<file path="config.mk">
export PLATFORM = sky130hd
export DESIGN_NAME = fence_pulse_code_detector
export DESIGN_NICKNAME = d
export VERILOG_FILES = /design/src/rtl/core/fpcd_pkg.sv /design/src/rtl/core/fpcd_ctrl.sv /design/src/rtl/core/fpcd_datapath.sv /design/src/rtl/core/fence_pulse_code_detector.sv
export SDC_FILE = /design/constraint.sdc
export NUM_CORES = 1
export LEC_CHECK = 0
export ABC_CLOCK_PERIOD_IN_PS = 7300
export BUFFER_PORTS_ARGS = -buffer_cell sky130_fd_sc_hd__buf_2
export CORE_MARGIN = 3
export CORE_UTILIZATION = 40
export DETAILED_ROUTE_END_ITERATION = 6
export SLEW_MARGIN = 20
export SYNTH_ARGS = -nofsm -noshare
export SYNTH_HDL_FRONTEND = slang
export SYNTH_SLANG_ARGS = --single-unit
</file>
<file path="constraint.sdc">
create_clock -name i_clk -period 7.3 [get_ports i_clk]
set_clock_uncertainty 0.2 [all_clocks]
set_input_delay 0.73 -clock i_clk [delete_from_list [all_inputs] [get_ports i_clk]]
set_output_delay 0.73 -clock i_clk [all_outputs]
set_load 0.03 [all_outputs]
</file>
<file path="src/rtl/core/fpcd_pkg.sv">
// ----------------------------------------------------------------------------
// fpcd_pkg
// shared types and constants of the fence pulse code detector
// ----------------------------------------------------------------------------
`default_nettype none

package fpcd_pkg;

    // input item
    typedef struct packed {
        logic        opcode;
        logic [31:0] now_us;
    } t_in;

    // result item
    typedef struct packed {
        logic [1:0] current_sensor;
        logic [1:0] status_s0;
        logic [1:0] status_s1;
        logic [1:0] status_s2;
        logic [1:0] status_s3;
        logic [7:0] pulse_units;
        logic [1:0] match_kind;
        logic       timed_out;
        logic       signal_lost;
    } t_out;

    // commands from the controller to the datapath
    typedef struct packed {
        logic       capture;
        logic       load;
        logic       div_step;
        logic [2:0] div_bit;
        logic       match;
        logic       rotate;
        logic       finish;
    } t_cmd;

    // status from the datapath to the controller
    typedef struct packed {
        logic is_edge;
        logic out_free;
    } t_sts;

    // opcodes
    localparam logic OP_EDGE = 1'b0;
    localparam logic OP_POLL = 1'b1;

    // signal codes
    localparam logic [1:0] SIG_NONE    = 2'd0;
    localparam logic [1:0] SIG_INSIDE  = 2'd1;
    localparam logic [1:0] SIG_OUTSIDE = 2'd2;

    // config register indexes
    localparam logic [2:0] CFG_INSIDE_UNITS   = 3'd0;
    localparam logic [2:0] CFG_OUTSIDE_UNITS  = 3'd1;
    localparam logic [2:0] CFG_UNIT_LENGTH_US = 3'd2;
    localparam logic [2:0] CFG_COLLECT_TIME   = 3'd3;
    localparam logic [2:0] CFG_TIMEOUT        = 3'd4;
    localparam logic [2:0] CFG_NO_SIGNAL      = 3'd5;
    localparam logic [2:0] CFG_MANUAL_MODE    = 3'd6;
    localparam logic [2:0] CFG_MANUAL_SENSOR  = 3'd7;

    // config reset values
    localparam logic [7:0]  RST_INSIDE_UNITS   = 8'd85;
    localparam logic [7:0]  RST_OUTSIDE_UNITS  = 8'd38;
    localparam logic [15:0] RST_UNIT_LENGTH_US = 16'd100;
    localparam logic [31:0] RST_COLLECT_TIME   = 32'd200000;
    localparam logic [31:0] RST_TIMEOUT        = 32'd10000000;
    localparam logic [31:0] RST_NO_SIGNAL      = 32'd2000000;

    // code positions at which a code completes
    localparam logic       INSIDE_LAST_POS  = 1'b1;
    localparam logic [1:0] OUTSIDE_LAST_POS = 2'd3;

    // quotient is built msb first, starting from this bit
    localparam logic [2:0] DIV_TOP_BIT = 3'd7;
    localparam logic [7:0] UNITS_MAX   = 8'hFF;

    // status slots on the result, fixed by the output fields
    localparam int SENSOR_SLOTS = 4;

endpackage

`default_nettype wire

</file>
<file path="src/rtl/core/fpcd_ctrl.sv">
// ----------------------------------------------------------------------------
// fpcd_ctrl
// sequencer: capture, load, eight divide steps, match, rotate, finish; a poll goes from load to finish
// ----------------------------------------------------------------------------
`default_nettype none

module fpcd_ctrl (
    input  wire logic          i_clk,
    input  wire logic          i_rst_n,
    input  wire logic          i_in_valid,
    output      logic          o_in_stall,
    input  wire fpcd_pkg::t_sts i_sts,
    output      fpcd_pkg::t_cmd o_cmd
);

    typedef enum logic [5:0] {
        S_IDLE   = 6'b000001,
        S_LOAD   = 6'b000010,
        S_DIV    = 6'b000100,
        S_MATCH  = 6'b001000,
        S_ROTATE = 6'b010000,
        S_FINISH = 6'b100000
    } t_state;

    t_state     r_state, n_state;
    logic [2:0] r_bit, n_bit;

    always_ff @(posedge i_clk) begin
        if (!i_rst_n) begin
            r_state <= S_IDLE;
            r_bit   <= 3'd0;
        end else begin
            r_state <= n_state;
            r_bit   <= n_bit;
        end
    end

    always_comb begin
        n_state         = r_state;
        n_bit           = r_bit;
        o_cmd           = '0;
        o_cmd.div_bit   = r_bit;
        case (r_state)
            S_IDLE: begin
                if (i_in_valid) begin
                    o_cmd.capture = 1'b1;
                    n_state       = S_LOAD;
                end
            end
            S_LOAD: begin
                o_cmd.load = 1'b1;
                n_bit      = fpcd_pkg::DIV_TOP_BIT;
                n_state    = i_sts.is_edge ? S_DIV : S_FINISH;
            end
            S_DIV: begin
                o_cmd.div_step = 1'b1;
                if (r_bit == 3'd0) begin
                    n_state = S_MATCH;
                end else begin
                    n_bit = r_bit - 3'd1;
                end
            end
            S_MATCH: begin
                o_cmd.match = 1'b1;
                n_state     = S_ROTATE;
            end
            S_ROTATE: begin
                o_cmd.rotate = 1'b1;
                n_state      = S_FINISH;
            end
            S_FINISH: begin
                if (i_sts.out_free) begin
                    o_cmd.finish = 1'b1;
                    n_state      = S_IDLE;
                end
            end
            default: begin
                n_state = S_IDLE;
            end
        endcase
    end

    assign o_in_stall = (r_state != S_IDLE);

endmodule

`default_nettype wire

</file>
<file path="src/rtl/core/fpcd_datapath.sv">
// ----------------------------------------------------------------------------
// fpcd_datapath
// config registers, detection state, serial divider and result register
// ----------------------------------------------------------------------------
`default_nettype none

module fpcd_datapath #(
    parameter int SENSOR_COUNT = 4
) (
    input  wire logic           i_clk,
    input  wire logic           i_rst_n,
    input  wire logic           i_cfg_we,
    input  wire logic [2:0]     i_cfg_index,
    input  wire logic [31:0]    i_cfg_data,
    input  wire fpcd_pkg::t_in  i_in_data,
    output      logic           o_out_valid,
    input  wire logic           i_out_stall,
    output      fpcd_pkg::t_out o_out_data,
    input  wire fpcd_pkg::t_cmd i_cmd,
    output      fpcd_pkg::t_sts o_sts
);

    localparam logic [1:0] LAST_SENSOR = 2'(SENSOR_COUNT - 1);

    // config
    logic [7:0]  r_inside_units, r_outside_units;
    logic [15:0] r_unit_len;
    logic [31:0] r_collect, r_timeout, r_no_signal;
    logic        r_manual_mode;
    logic [1:0]  r_manual_sensor;

    // detection state
    logic [31:0] r_last_edge, n_last_edge;
    logic [31:0] r_last_switch, n_last_switch;
    logic [31:0] r_last_match, n_last_match;
    logic        r_ipos, n_ipos;
    logic [1:0]  r_opos, n_opos;
    logic [1:0]  r_signal, n_signal;
    logic [1:0]  r_sel, n_sel;
    logic [1:0]  r_sensor_state [fpcd_pkg::SENSOR_SLOTS];
    logic [1:0]  n_sensor_state [fpcd_pkg::SENSOR_SLOTS];

    // per transaction working registers
    logic        r_opcode, n_opcode;
    logic [31:0] r_now, n_now;
    logic [32:0] r_num, n_num;
    logic [7:0]  r_quot, n_quot;
    logic        r_sat, n_sat;
    logic [7:0]  r_units, n_units;
    logic [1:0]  r_kind, n_kind;
    logic        r_out_valid, n_out_valid;
    fpcd_pkg::t_out r_out, n_out;

    // combinational terms
    logic [1:0]  w_manual_pick, w_next;
    logic [31:0] w_diff, w_since_switch, w_since_match;
    logic [32:0] w_sum, w_limit, w_trial;
    logic [7:0]  w_units;
    logic [9:0]  w_d_in, w_out_exp, w_d_out;
    logic        w_near_in, w_near_out;

    assign w_manual_pick  = (r_manual_sensor > LAST_SENSOR) ? LAST_SENSOR : r_manual_sensor;
    assign w_next         = (r_sel == LAST_SENSOR) ? 2'd0 : r_sel + 2'd1;
    assign w_diff         = r_now - r_last_edge;
    assign w_since_switch = r_now - r_last_switch;
    assign w_since_match  = r_now - r_last_match;
    assign w_sum          = {1'b0, w_diff} + {18'd0, r_unit_len[15:1]};
    assign w_limit        = {9'd0, r_unit_len, 8'h00};
    assign w_trial        = {17'd0, r_unit_len} << i_cmd.div_bit;
    assign w_units        = r_sat ? fpcd_pkg::UNITS_MAX : r_quot;

    // distance to the expected code, within one unit counts as a hit
    assign w_d_in     = {2'b00, w_units} - {2'b00, r_inside_units};
    assign w_out_exp  = r_opos[0] ? ({2'b00, r_inside_units} - {2'b00, r_outside_units})
                                  : {2'b00, r_outside_units};
    assign w_d_out    = {2'b00, w_units} - w_out_exp;
    assign w_near_in  = (w_d_in == 10'h000) || (w_d_in == 10'h001) || (w_d_in == 10'h3FF);
    assign w_near_out = (w_d_out == 10'h000) || (w_d_out == 10'h001) || (w_d_out == 10'h3FF);

    assign o_sts.is_edge  = (r_opcode == fpcd_pkg::OP_EDGE);
    assign o_sts.out_free = !r_out_valid || !i_out_stall;

    always_comb begin
        n_last_edge    = r_last_edge;
        n_last_switch  = r_last_switch;
        n_last_match   = r_last_match;
        n_ipos         = r_ipos;
        n_opos         = r_opos;
        n_signal       = r_signal;
        n_sel          = r_sel;
        n_sensor_state = r_sensor_state;
        n_opcode       = r_opcode;
        n_now          = r_now;
        n_num          = r_num;
        n_quot         = r_quot;
        n_sat          = r_sat;
        n_units        = r_units;
        n_kind         = r_kind;
        n_out          = r_out;
        n_out_valid    = r_out_valid && i_out_stall;

        if (i_cmd.capture) begin
            n_opcode = i_in_data.opcode;
            n_now    = i_in_data.now_us;
        end

        if (i_cmd.load) begin
            n_units = 8'd0;
            n_kind  = 2'd0;
            if (r_manual_mode && (w_manual_pick != r_sel)) begin
                n_sel         = w_manual_pick;
                n_signal      = fpcd_pkg::SIG_NONE;
                n_ipos        = 1'b0;
                n_opos        = 2'd0;
                n_last_switch = r_now;
            end
            if (r_opcode == fpcd_pkg::OP_EDGE) begin
                n_last_edge = r_now;
                n_num       = w_sum;
                n_quot      = 8'd0;
                // rounded quotient above 255, or zero unit length
                n_sat       = (r_unit_len == 16'd0) || (w_sum >= w_limit);
            end
        end

        // restoring divide, one quotient bit per step
        if (i_cmd.div_step && (r_num >= w_trial)) begin
            n_num                 = r_num - w_trial;
            n_quot[i_cmd.div_bit] = 1'b1;
        end

        if (i_cmd.match) begin
            n_units = w_units;
            n_kind  = 2'd0;
            if (w_near_in) begin
                if (r_ipos == fpcd_pkg::INSIDE_LAST_POS) begin
                    n_signal              = fpcd_pkg::SIG_INSIDE;
                    n_sensor_state[r_sel] = fpcd_pkg::SIG_INSIDE;
                    n_last_match          = r_now;
                    n_ipos                = 1'b0;
                    n_kind[0]             = 1'b1;
                end else begin
                    n_ipos = 1'b1;
                end
            end else begin
                n_ipos = 1'b0;
            end
            // outside overrides inside when both complete
            if (w_near_out) begin
                if (r_opos == fpcd_pkg::OUTSIDE_LAST_POS) begin
                    n_signal              = fpcd_pkg::SIG_OUTSIDE;
                    n_sensor_state[r_sel] = fpcd_pkg::SIG_OUTSIDE;
                    n_last_match          = r_now;
                    n_opos                = 2'd0;
                    n_kind[1]             = 1'b1;
                end else begin
                    n_opos = r_opos + 2'd1;
                end
            end else begin
                n_opos = 2'd0;
            end
        end

        if (i_cmd.rotate && !r_manual_mode) begin
            if ((r_signal != fpcd_pkg::SIG_NONE) || (w_since_switch > r_collect)) begin
                if (r_signal == fpcd_pkg::SIG_NONE) begin
                    n_sensor_state[r_sel] = fpcd_pkg::SIG_NONE;
                end
                if (w_next != r_sel) begin
                    n_sel         = w_next;
                    n_signal      = fpcd_pkg::SIG_NONE;
                    n_ipos        = 1'b0;
                    n_opos        = 2'd0;
                    n_last_switch = r_now;
                end
            end
        end

        if (i_cmd.finish) begin
            n_out_valid          = 1'b1;
            n_out.current_sensor = r_sel;
            n_out.status_s0      = r_sensor_state[0];
            n_out.status_s1      = r_sensor_state[1];
            n_out.status_s2      = r_sensor_state[2];
            n_out.status_s3      = r_sensor_state[3];
            n_out.pulse_units    = r_units;
            n_out.match_kind     = r_kind;
            n_out.timed_out      = (w_since_match > r_timeout);
            n_out.signal_lost    = (w_since_match > r_no_signal);
        end
    end

    always_ff @(posedge i_clk) begin
        if (!i_rst_n) begin
            r_inside_units  <= fpcd_pkg::RST_INSIDE_UNITS;
            r_outside_units <= fpcd_pkg::RST_OUTSIDE_UNITS;
            r_unit_len      <= fpcd_pkg::RST_UNIT_LENGTH_US;
            r_collect       <= fpcd_pkg::RST_COLLECT_TIME;
            r_timeout       <= fpcd_pkg::RST_TIMEOUT;
            r_no_signal     <= fpcd_pkg::RST_NO_SIGNAL;
            r_manual_mode   <= 1'b0;
            r_manual_sensor <= 2'd0;
        end else if (i_cfg_we) begin
            case (i_cfg_index)
                fpcd_pkg::CFG_INSIDE_UNITS:   r_inside_units  <= i_cfg_data[7:0];
                fpcd_pkg::CFG_OUTSIDE_UNITS:  r_outside_units <= i_cfg_data[7:0];
                fpcd_pkg::CFG_UNIT_LENGTH_US: r_unit_len      <= i_cfg_data[15:0];
                fpcd_pkg::CFG_COLLECT_TIME:   r_collect       <= i_cfg_data;
                fpcd_pkg::CFG_TIMEOUT:        r_timeout       <= i_cfg_data;
                fpcd_pkg::CFG_NO_SIGNAL:      r_no_signal     <= i_cfg_data;
                fpcd_pkg::CFG_MANUAL_MODE:    r_manual_mode   <= i_cfg_data[0];
                fpcd_pkg::CFG_MANUAL_SENSOR:  r_manual_sensor <= i_cfg_data[1:0];
                default: begin
                end
            endcase
        end
    end

    always_ff @(posedge i_clk) begin
        if (!i_rst_n) begin
            r_last_edge    <= 32'd0;
            r_last_switch  <= 32'd0;
            r_last_match   <= 32'd0;
            r_ipos         <= 1'b0;
            r_opos         <= 2'd0;
            r_signal       <= fpcd_pkg::SIG_NONE;
            r_sel          <= 2'd0;
            r_sensor_state <= '{default: fpcd_pkg::SIG_NONE};
            r_out_valid    <= 1'b0;
        end else begin
            r_last_edge    <= n_last_edge;
            r_last_switch  <= n_last_switch;
            r_last_match   <= n_last_match;
            r_ipos         <= n_ipos;
            r_opos         <= n_opos;
            r_signal       <= n_signal;
            r_sel          <= n_sel;
            r_sensor_state <= n_sensor_state;
            r_out_valid    <= n_out_valid;
        end
    end

    always_ff @(posedge i_clk) begin
        r_opcode <= n_opcode;
        r_now    <= n_now;
        r_num    <= n_num;
        r_quot   <= n_quot;
        r_sat    <= n_sat;
        r_units  <= n_units;
        r_kind   <= n_kind;
        r_out    <= n_out;
    end

    assign o_out_valid = r_out_valid;
    assign o_out_data  = r_out;

endmodule

`default_nettype wire

</file>
<file path="src/rtl/core/fence_pulse_code_detector.sv">
// ----------------------------------------------------------------------------
// fence_pulse_code_detector
// decodes inside/outside pulse codes of up to four multiplexed fence sensors
// ----------------------------------------------------------------------------
// Each input transaction is an edge event or a status poll with a 32-bit
// microsecond timestamp, and each one returns exactly one result transaction.
// An edge rounds the time since the previous edge to pulse units (saturating
// at 255), checks it within one unit against the inside code {I,I} and the
// outside code {O,I-O,O,I-O}, records a completed code as the status of the
// selected sensor, and moves on to the next sensor after a match or after
// collect_time_us without one (marking that sensor no-signal). Manual mode
// pins the sensor named by manual_sensor. One transaction is processed at a
// time: an edge runs load, the 8-step restoring divider (one pulse count bit
// per cycle), match, rotate, finish; a poll only load and finish. A finished
// result sits in the output register, so a stalled output holds only the
// finish state. Configuration is written through a plain write port; the user
// must write it only while idle, as the block itself does not enforce this.
// ----------------------------------------------------------------------------
`default_nettype none

module fence_pulse_code_detector #(
    parameter int SENSOR_COUNT = 4
) (
    input  wire logic           i_clk,
    input  wire logic           i_rst_n,
    // config write port
    input  wire logic           i_cfg_we,
    input  wire logic [2:0]     i_cfg_index,
    input  wire logic [31:0]    i_cfg_data,
    // input channel
    input  wire logic           i_in_valid,
    output      logic           o_in_stall,
    input  wire fpcd_pkg::t_in  i_in_data,
    // result channel
    output      logic           o_out_valid,
    input  wire logic           i_out_stall,
    output      fpcd_pkg::t_out o_out_data
);

    // controller to datapath handshake
    fpcd_pkg::t_cmd w_cmd;
    fpcd_pkg::t_sts w_sts;

    // sequencer: steps each edge through load, divide, match, rotate and finish, a poll through load and finish
    fpcd_ctrl u_ctrl (
        .i_clk      (i_clk),
        .i_rst_n    (i_rst_n),
        .i_in_valid (i_in_valid),
        .o_in_stall (o_in_stall),
        .i_sts      (w_sts),
        .o_cmd      (w_cmd)
    );

    // all arithmetic, detection state and the result register
    fpcd_datapath #(
        .SENSOR_COUNT (SENSOR_COUNT)
    ) u_datapath (
        .i_clk       (i_clk),
        .i_rst_n     (i_rst_n),
        .i_cfg_we    (i_cfg_we),
        .i_cfg_index (i_cfg_index),
        .i_cfg_data  (i_cfg_data),
        .i_in_data   (i_in_data),
        .o_out_valid (o_out_valid),
        .i_out_stall (i_out_stall),
        .o_out_data  (o_out_data),
        .i_cmd       (w_cmd),
        .o_sts       (w_sts)
    );

endmodule

`default_nettype wire

</file>
==> impl_metrics.xml, run 1 <==
<?xml version="1.0" encoding="UTF-8"?>
<metrics>
  <group name="critical_path">
    <metric name="slowest_stage" unit="">or3b_2</metric>
    <metric name="worst-endpoint-arrival" unit="ps">6860</metric>
    <metric name="crit_start" unit="">u_datapath.r_now[0]</metric>
    <metric name="critPathKind" unit="">reg2reg</metric>
    <metric name="crit-reg2reg-capture" unit="">u_datapath.r_sat</metric>
    <metric name="setup.reg_to_reg.worst_slack" unit="ps">510</metric>
    <metric name="worst_setup_path_end_kind" unit="">flip-flop</metric>
    <metric name="required" unit="ps">7380</metric>
    <metric name="critical_path.max_fanout" unit="">5</metric>
    <metric name="reg2reg_from" unit="">u_datapath.r_now[0]</metric>
    <metric name="critical_path.max_stage_delay" unit="ps">530</metric>
    <metric name="ff2ff_path_depth" unit="">29</metric>
    <metric name="worst_setup_path_start_kind" unit="">flip-flop</metric>
  </group>
  <group name="cells_and_area">
    <metric name="area_delta_synth_final" unit="%">11.1</metric>
    <metric name="area_of_the_multi_input_gates" unit="um2">14900</metric>
    <metric name="finalNetCount" unit="">3391</metric>
    <metric name="seq_area" unit="um2">8180</metric>
    <metric name="layout.core_utilization" unit="">0.450</metric>
    <metric name="layout-drive-gt1-share" unit="">0.0775</metric>
    <metric name="num-fill-cells" unit="">5982</metric>
  </group>
  <group name="clock_tree">
    <metric name="cts_made_buffers" unit="">43</metric>
    <metric name="clock_latency_late_sink" unit="ps">570</metric>
    <metric name="clock_tree_sinks" unit="">359</metric>
    <metric name="cts_root_buf" unit="">clkbuf_16</metric>
    <metric name="clockBufferDepth" unit="">3</metric>
    <metric name="clock_tree_from_tritoncts" unit="">yes</metric>
    <metric name="maximum_level_of_the_cts_h_tree" unit="">2</metric>
    <metric name="cts-hold-fix-buffers" unit="">0</metric>
    <metric name="path_clk_slew" unit="ps">60</metric>
  </group>
  <group name="logic_synthesis">
    <metric name="postSynthCellCount" unit="">2987</metric>
    <metric name="post_synth_and_or_nand_nor_area_fraction" unit="">0.175</metric>
    <metric name="mean_area_per_synthesized_cell" unit="um2">8.22</metric>
    <metric name="dominant_combinational_cell_family_by_area_after_synthesis" unit="">compound AO/OA/AOI/OAI gates</metric>
    <metric name="synth_xor_area_frac" unit="">0.0549</metric>
    <metric name="synth-compound-area-share" unit="">0.196</metric>
    <metric name="synthAdderAreaFrac" unit="">0.146</metric>
    <metric name="share_of_flip_flops_with_an_asynchronous_set_or_reset" unit="">0</metric>
    <metric name="post_synthesis_cell_type_count" unit="">80</metric>
    <metric name="synth_seq_cells" unit="">359</metric>
    <metric name="synth_edf_count" unit="">99</metric>
    <metric name="yosys-mux-area-fraction" unit="">0.0331</metric>
    <metric name="mappedNetlistArea" unit="um2">24500</metric>
    <metric name="dominantRegCellSynth" unit="">dfxtp_1</metric>
    <metric name="synth_seq_area_share" unit="">0.333</metric>
    <metric name="syn_nets" unit="">3342</metric>
    <metric name="ys.warnings.count" unit="">0</metric>
  </group>
  <group name="route">
    <metric name="topRoutingLayerUsed" unit="">met4</metric>
    <metric name="route.met2.wl" unit="um">31400</metric>
    <metric name="remaining_drc_errors" unit="">0</metric>
    <metric name="dr.pass1.iters" unit="">5</metric>
    <metric name="drt.antenna.violating_nets" unit="">0</metric>
    <metric name="route.vias.total" unit="">21081</metric>
    <metric name="drt-wirelength-per-cell" unit="um">17.6</metric>
    <metric name="detail_route.vias_per_cell" unit="">5.47</metric>
    <metric name="met1Wirelength" unit="um">30700</metric>
    <metric name="route.final.wire_length" unit="um">67900</metric>
    <metric name="first_iteration_detailed_routing_drc_count" unit="">1290</metric>
    <metric name="detailroute.wirelength.met3" unit="um">3010</metric>
  </group>
  <group name="placed_design">
    <metric name="pre_cts_ws" unit="ps">372</metric>
    <metric name="detailedPlacementHpwl" unit="um">51700</metric>
    <metric name="io_buffers" unit="">96</metric>
    <metric name="gpl.final_weighted_congestion" unit="">0.933</metric>
  </group>
  <group name="die">
    <metric name="floorplan.rows" unit="">90</metric>
    <metric name="design.core.area" unit="um2">60600</metric>
    <metric name="floorplan.initialDensity" unit="">0.405</metric>
    <metric name="chipWidth" unit="um">254</metric>
    <metric name="die_area" unit="um2">64400</metric>
    <metric name="die_height" unit="um">254</metric>
    <metric name="io-pin-count" unit="">97</metric>
  </group>
  <group name="flow_run">
    <metric name="timing.max_cap.violations" unit="">0</metric>
  </group>
  <group name="timing">
    <metric name="grt_setup_unrepaired" unit="">no</metric>
    <metric name="slew_viol_final" unit="">0</metric>
    <metric name="final_hold_viol_count" unit="">0</metric>
    <metric name="relSlewSlack" unit="">0.292</metric>
    <metric name="fin_setup_tns" unit="ps">0</metric>
    <metric name="finalCriticalPeriod" unit="ps">6790</metric>
    <metric name="final-setup-viol-count" unit="">0</metric>
    <metric name="layout_worst_path_cycle_share" unit="">0.930</metric>
    <metric name="post-route-worst-setup-slack" unit="ps">511</metric>
    <metric name="achievable-frequency" unit="GHz">0.147</metric>
    <metric name="tightest_slew" unit="ps">1060</metric>
  </group>
  <group name="power_and_ir_drop">
    <metric name="vdd.ir_drop.worst" unit="uV">179</metric>
    <metric name="power.static_leakage" unit="nW">10.5</metric>
    <metric name="pwr_density_cell" unit="nW/um2">290</metric>
  </group>
  <group name="min_path">
    <metric name="timing.hold.worst.class" unit="">in2reg</metric>
    <metric name="worst_hold_startpoint" unit="">i_in_data[26]</metric>
    <metric name="hold-path-cell-count" unit="">1</metric>
    <metric name="min_to" unit="">u_datapath.r_now[26]</metric>
  </group>
  <group name="status">
    <metric name="outcome" unit="">completed</metric>
  </group>
  <group name="global_route">
    <metric name="grt_first_pass_wirelength" unit="um">108000</metric>
    <metric name="track_usage" unit="">0.209</metric>
    <metric name="antenna_violations_before_repair" unit="">0</metric>
    <metric name="grt_max_degree" unit="">121</metric>
    <metric name="globalRoute.totalOverflow" unit="">0</metric>
    <metric name="via_count_of_the_first_global_routing_pass" unit="">20336</metric>
  </group>
</metrics>
[how the worst max path moves through the flow]
stage	endpoint	slack, ps	cells after the start
4_1_cts	u_datapath.r_sat	340	29
5_1_grt	u_datapath.r_sat	30	28
3_3_place_gp	u_datapath.r_sat	520	29
2_1_floorplan	u_datapath.r_sat	1040	31
6_report	u_datapath.r_sat	510	29
3_5_place_dp	u_datapath.r_sat	370	29
[synthesized netlist by cell type (all sizes together) (25+ instances only)]
cell type  number  area, um2
nand2         456       1710
a21oi         320       1620
inv           289       1080
ha            274       3430
dfxtp         260       5200
nor2          165        619
o21ai         147        739
xnor2         104        918
clkbuf         99        373
edfxtp         99       2970
a21o           77        578
nand3          76        380
mux2i          62        621
xor2           49        429
nor3           41        205
o211ai         40        300
nand4          37        238
nor2b          34        213
nand2b         32        200
o21a           31        233
o21bai         25        188
[sequential cells by signal, indices dropped and copies added, names as in the netlist, 22 cells and up]
signal / cells
u_datapath.r_num: 33
u_datapath.r_collect: 32
u_datapath.r_last_edge: 32
u_datapath.r_last_match: 32
u_datapath.r_last_switch: 32
u_datapath.r_no_signal: 32
u_datapath.r_now: 32
u_datapath.r_timeout: 32
u_datapath.o_out_data: 22
[stage by stage]
| stage | cells | instance area (um2) | power [W] | hold slack, ps |
|---|---|---|---|---|
| 2_1_floorplan | 2987 | 24500 | 0.00482 | 200 |
| 3_3_place_gp | 3772 | 25800 | 0.00562 | 202 |
| 3_5_place_dp | 3772 | 25800 | 0.00569 | 205 |
| 4_1_cts | 3851 | 27200 | 0.00794 | 110 |
| 5_1_grt | 3852 | 27300 | 0.00846 | 121 |
| 6_report | 3854 | 27300 | 0.00790 | 148 |
[cell usage in the layout (no fill, tap or decap), types with 36 or more instances in the layout]
| cell | instances |
|---|---|
| nand4_1 | 36 |
| a21o_1 | 77 |
| xor2_1 | 49 |
| xnor2_1 | 103 |
| inv_1 | 288 |
| ha_1 | 274 |
| nand2_1 | 456 |
| dfxtp_1 | 259 |
| nor2_1 | 164 |
| o211ai_1 | 40 |
| mux2i_1 | 62 |
| edfxtp_1 | 99 |
| a21oi_1 | 317 |
| nand3_1 | 74 |
| o21ai_0 | 142 |
| nor3_1 | 39 |
| buf_2 | 95 |
| clkbuf_16 | 47 |
[kinds of logic (layout without fill, tap and decap cells)]
| logic type | Yosys count | count (layout) |
|---|---|---|
| AOI/OAI and AO/OA | 777 | 777 |
| xor gates and xnor gates | 153 | 153 |
| adders and majority gates | 282 | 282 |
| buffers and inverters | 400 | 483 |
| DFF | 359 | 359 |
| muxes | 71 | 71 |
| other | 0 | 2 |
| and+or+nand+nor | 945 | 945 |
[worst max-delay path: cells and delay by family (launching register included)]
| family | cells | cell delay, ps |
|---|---|---|
| AOI/OAI and AO/OA | 12 | 2410 |
| and+or+nand+nor | 9 | 1730 |
| adders and majority gates | 4 | 1280 |
| DFF | 1 | 380 |
| xor gates and xnor gates | 2 | 320 |
| buffers and inverters | 2 | 180 |
[layout make-up]
class / count / area share
clock inverter: 18 / 0.00674
clock buffer: 61 / 0.0467
sequential: 359 / 0.300
multi-input combinational: 2228 / 0.547
antenna: 2 / 0.000184
timing repair buffer: 114 / 0.0231
tap: 782 / 0.0359
inverter: 290 / 0.0401
[where the power goes]
group / internal (W) / leakage (nW) / switching (W)
clock: 0.00133 / 0.707 / 0.000883
combinational: 0.00135 / 6.79 / 0.00196
sequential: 0.00222 / 3.03 / 0.000159
[metal layers]
metal	vias to the layer above	track usage
met5	-	0
met4	0	0.0873
met3	134	0.0261
met2	526	0.354
met1	9872	0.269
li1	10549	-
[timing repair]
item,CTS,global route
resized for setup,0,3
setup endpoints to repair,0,33
buffers inserted,0,1
(Power assumes the default switching activity.)
==> inputs of run 2 (changes only) <==
==> constraint.sdc (replaced) <==
create_clock -name i_clk -period 7.3 [get_ports i_clk]
set_clock_uncertainty 0.2 [all_clocks]
set_input_delay 0.365 -clock i_clk [delete_from_list [all_inputs] [get_ports i_clk]]
set_output_delay 0.365 -clock i_clk [all_outputs]
set_load 0.03 [all_outputs]
==> impl_metrics.xml, run 2 (same netlist as run 1, synthesis figures left out) <==
<?xml version="1.0" encoding="UTF-8"?>
<metrics>
  <group name="route">
    <metric name="route.final.wire_length" unit="um">68400</metric>
    <metric name="first_iteration_detailed_routing_drc_count" unit="">1342</metric>
    <metric name="detail_route.vias_per_cell" unit="">5.44</metric>
    <metric name="dr.pass1.iters" unit="">5</metric>
    <metric name="remaining_drc_errors" unit="">0</metric>
    <metric name="route.vias.total" unit="">21313</metric>
    <metric name="drt-wirelength-per-cell" unit="um">17.5</metric>
    <metric name="drt.antenna.violating_nets" unit="">0</metric>
  </group>
  <group name="die">
    <metric name="chipWidth" unit="um">254</metric>
    <metric name="io-pin-count" unit="">97</metric>
    <metric name="die_height" unit="um">254</metric>
    <metric name="die_area" unit="um2">64400</metric>
    <metric name="floorplan.initialDensity" unit="">0.405</metric>
    <metric name="design.core.area" unit="um2">60600</metric>
    <metric name="floorplan.rows" unit="">90</metric>
  </group>
  <group name="global_route">
    <metric name="track_usage" unit="">0.211</metric>
    <metric name="grt_max_degree" unit="">121</metric>
    <metric name="grt_first_pass_wirelength" unit="um">109000</metric>
    <metric name="globalRoute.totalOverflow" unit="">0</metric>
    <metric name="antenna_violations_before_repair" unit="">0</metric>
    <metric name="via_count_of_the_first_global_routing_pass" unit="">20664</metric>
  </group>
  <group name="flow_run">
    <metric name="timing.max_cap.violations" unit="">0</metric>
  </group>
  <group name="power_and_ir_drop">
    <metric name="pwr_density_cell" unit="nW/um2">284</metric>
    <metric name="vdd.ir_drop.worst" unit="uV">229</metric>
    <metric name="power.static_leakage" unit="nW">10.8</metric>
  </group>
  <group name="critical_path">
    <metric name="worst-endpoint-arrival" unit="ps">6880</metric>
    <metric name="worst_setup_path_end_kind" unit="">flip-flop</metric>
    <metric name="required" unit="ps">7380</metric>
    <metric name="crit_start" unit="">u_datapath.r_now[0]</metric>
    <metric name="slowest_stage" unit="">or3b_2</metric>
    <metric name="crit_path_max_delay_family" unit="">compound AO/OA/AOI/OAI gates</metric>
    <metric name="critical_path.max_stage_delay" unit="ps">530</metric>
    <metric name="worst_setup_path_start_kind" unit="">flip-flop</metric>
    <metric name="critical_path.max_fanout" unit="">5</metric>
    <metric name="worst-path-buf-inv" unit="">2</metric>
    <metric name="critPathKind" unit="">reg2reg</metric>
    <metric name="reg2reg_from" unit="">u_datapath.r_now[0]</metric>
  </group>
  <group name="clock_tree">
    <metric name="cts_made_buffers" unit="">43</metric>
    <metric name="clockBufferDepth" unit="">3</metric>
    <metric name="clock_tree_sinks" unit="">359</metric>
    <metric name="cts_root_buf" unit="">clkbuf_16</metric>
    <metric name="path_clk_slew" unit="ps">60</metric>
    <metric name="clock_tree_from_tritoncts" unit="">yes</metric>
    <metric name="clock_latency_late_sink" unit="ps">570</metric>
    <metric name="maximum_level_of_the_cts_h_tree" unit="">2</metric>
  </group>
  <group name="timing">
    <metric name="fin_setup_tns" unit="ps">0</metric>
    <metric name="achievable-frequency" unit="GHz">0.147</metric>
    <metric name="grt_setup_unrepaired" unit="">no</metric>
    <metric name="tightest_slew" unit="ps">1060</metric>
    <metric name="final-setup-viol-count" unit="">0</metric>
    <metric name="slew_viol_final" unit="">0</metric>
    <metric name="finalCriticalPeriod" unit="ps">6810</metric>
    <metric name="final_hold_viol_count" unit="">0</metric>
    <metric name="relSlewSlack" unit="">0.287</metric>
    <metric name="layout_worst_path_cycle_share" unit="">0.933</metric>
  </group>
  <group name="cells_and_area">
    <metric name="area_delta_synth_final" unit="%">13.8</metric>
    <metric name="final_cells" unit="">3919</metric>
    <metric name="biggest_register" unit="">u_datapath.r_num</metric>
    <metric name="final_common_cell" unit="">nand2_1</metric>
    <metric name="layout-drive-gt1-share" unit="">0.0759</metric>
    <metric name="largest_reg_flops" unit="">33</metric>
    <metric name="layout_common_cells" unit="">456 x nand2_1, 317 x a21oi_1, 288 x inv_1</metric>
    <metric name="num-fill-cells" unit="">5932</metric>
    <metric name="finalNetCount" unit="">3458</metric>
    <metric name="antenna_cells" unit="">0</metric>
  </group>
  <group name="status">
    <metric name="outcome" unit="">completed</metric>
  </group>
  <group name="placed_design">
    <metric name="gpl.final_weighted_congestion" unit="">0.933</metric>
    <metric name="detailedPlacementHpwl" unit="um">51700</metric>
    <metric name="dp_cells" unit="">3772</metric>
    <metric name="io_buffers" unit="">96</metric>
  </group>
  <group name="min_path">
    <metric name="worst_hold_startpoint" unit="">i_cfg_index[2]</metric>
    <metric name="timing.hold.worst.class" unit="">in2reg</metric>
  </group>
</metrics>
run 2: cell count changes in the layout (fill, tap and decap cells not counted), sizes merged:
cell         before  now
dlygate4sd3       0   67
diode             2    0
run 2: worst min-delay path, delay by kind of cell:
family / cells / cell delay [ps]
buf+inv: 1 / 160
mux: 1 / 80
simple gates: 2 / 180
run 2: timing repair:
item,in CTS,in global routing
setup buffers,0,1
resized for setup,0,3
endpoints found under the setup margin,0,33
hold buffers,67,0
hold endpoints to repair,168,0
run 2: final cells by class:
| class | instances | area (um2) | area share |
|---|---|---|---|
| Clock buffer | 61 | 1270 | 0.0455 |
| Clock inverter | 18 | 184 | 0.00658 |
| Inverter | 290 | 1090 | 0.0391 |
| Multi-Input combinational cell | 2228 | 14900 | 0.534 |
| Sequential cell | 359 | 8180 | 0.293 |
| Tap cell | 782 | 978 | 0.0350 |
| Timing Repair Buffer | 181 | 1300 | 0.0466 |
run 2: final timing paths:
check,endpoint,slack [ps],cells after the start
worst max-delay path,u_datapath.r_sat,490,29
worst min register to register,u_datapath.o_out_data[2],220,0
worst min-delay path,u_datapath.r_manual_mode,70,4
worst max register to register,u_datapath.r_sat,490,29
run 2: through the flow:
step	util	worst slack [ps]	area (um2)	hold slack [ps]	total power, W
4_1_cts	0.461	339	27900	19.1	0.00797
2_1_floorplan	-	1040	24500	200	0.00482
5_1_grt	0.461	33.6	27900	80.8	0.00849
3_5_place_dp	0.426	372	25800	205	0.00569
6_report	0.461	492	27900	65.8	0.00793
3_3_place_gp	0.425	521	25800	202	0.00562
run 2: power by group:
group	internal (W)	switching, W
clock network	0.00133	0.000882
logic	0.00138	0.00196
registers	0.00222	0.000159
total	0.00492	0.00301
run 2: metal layers:
metal  track usage  up-vias  routed length [um]
met4        0.0867        0                2750
li1              -    10680                   -
met3        0.0286      129                3050
met5             0        -                   0
met2         0.360      503               31700
met1         0.269    10001               30900
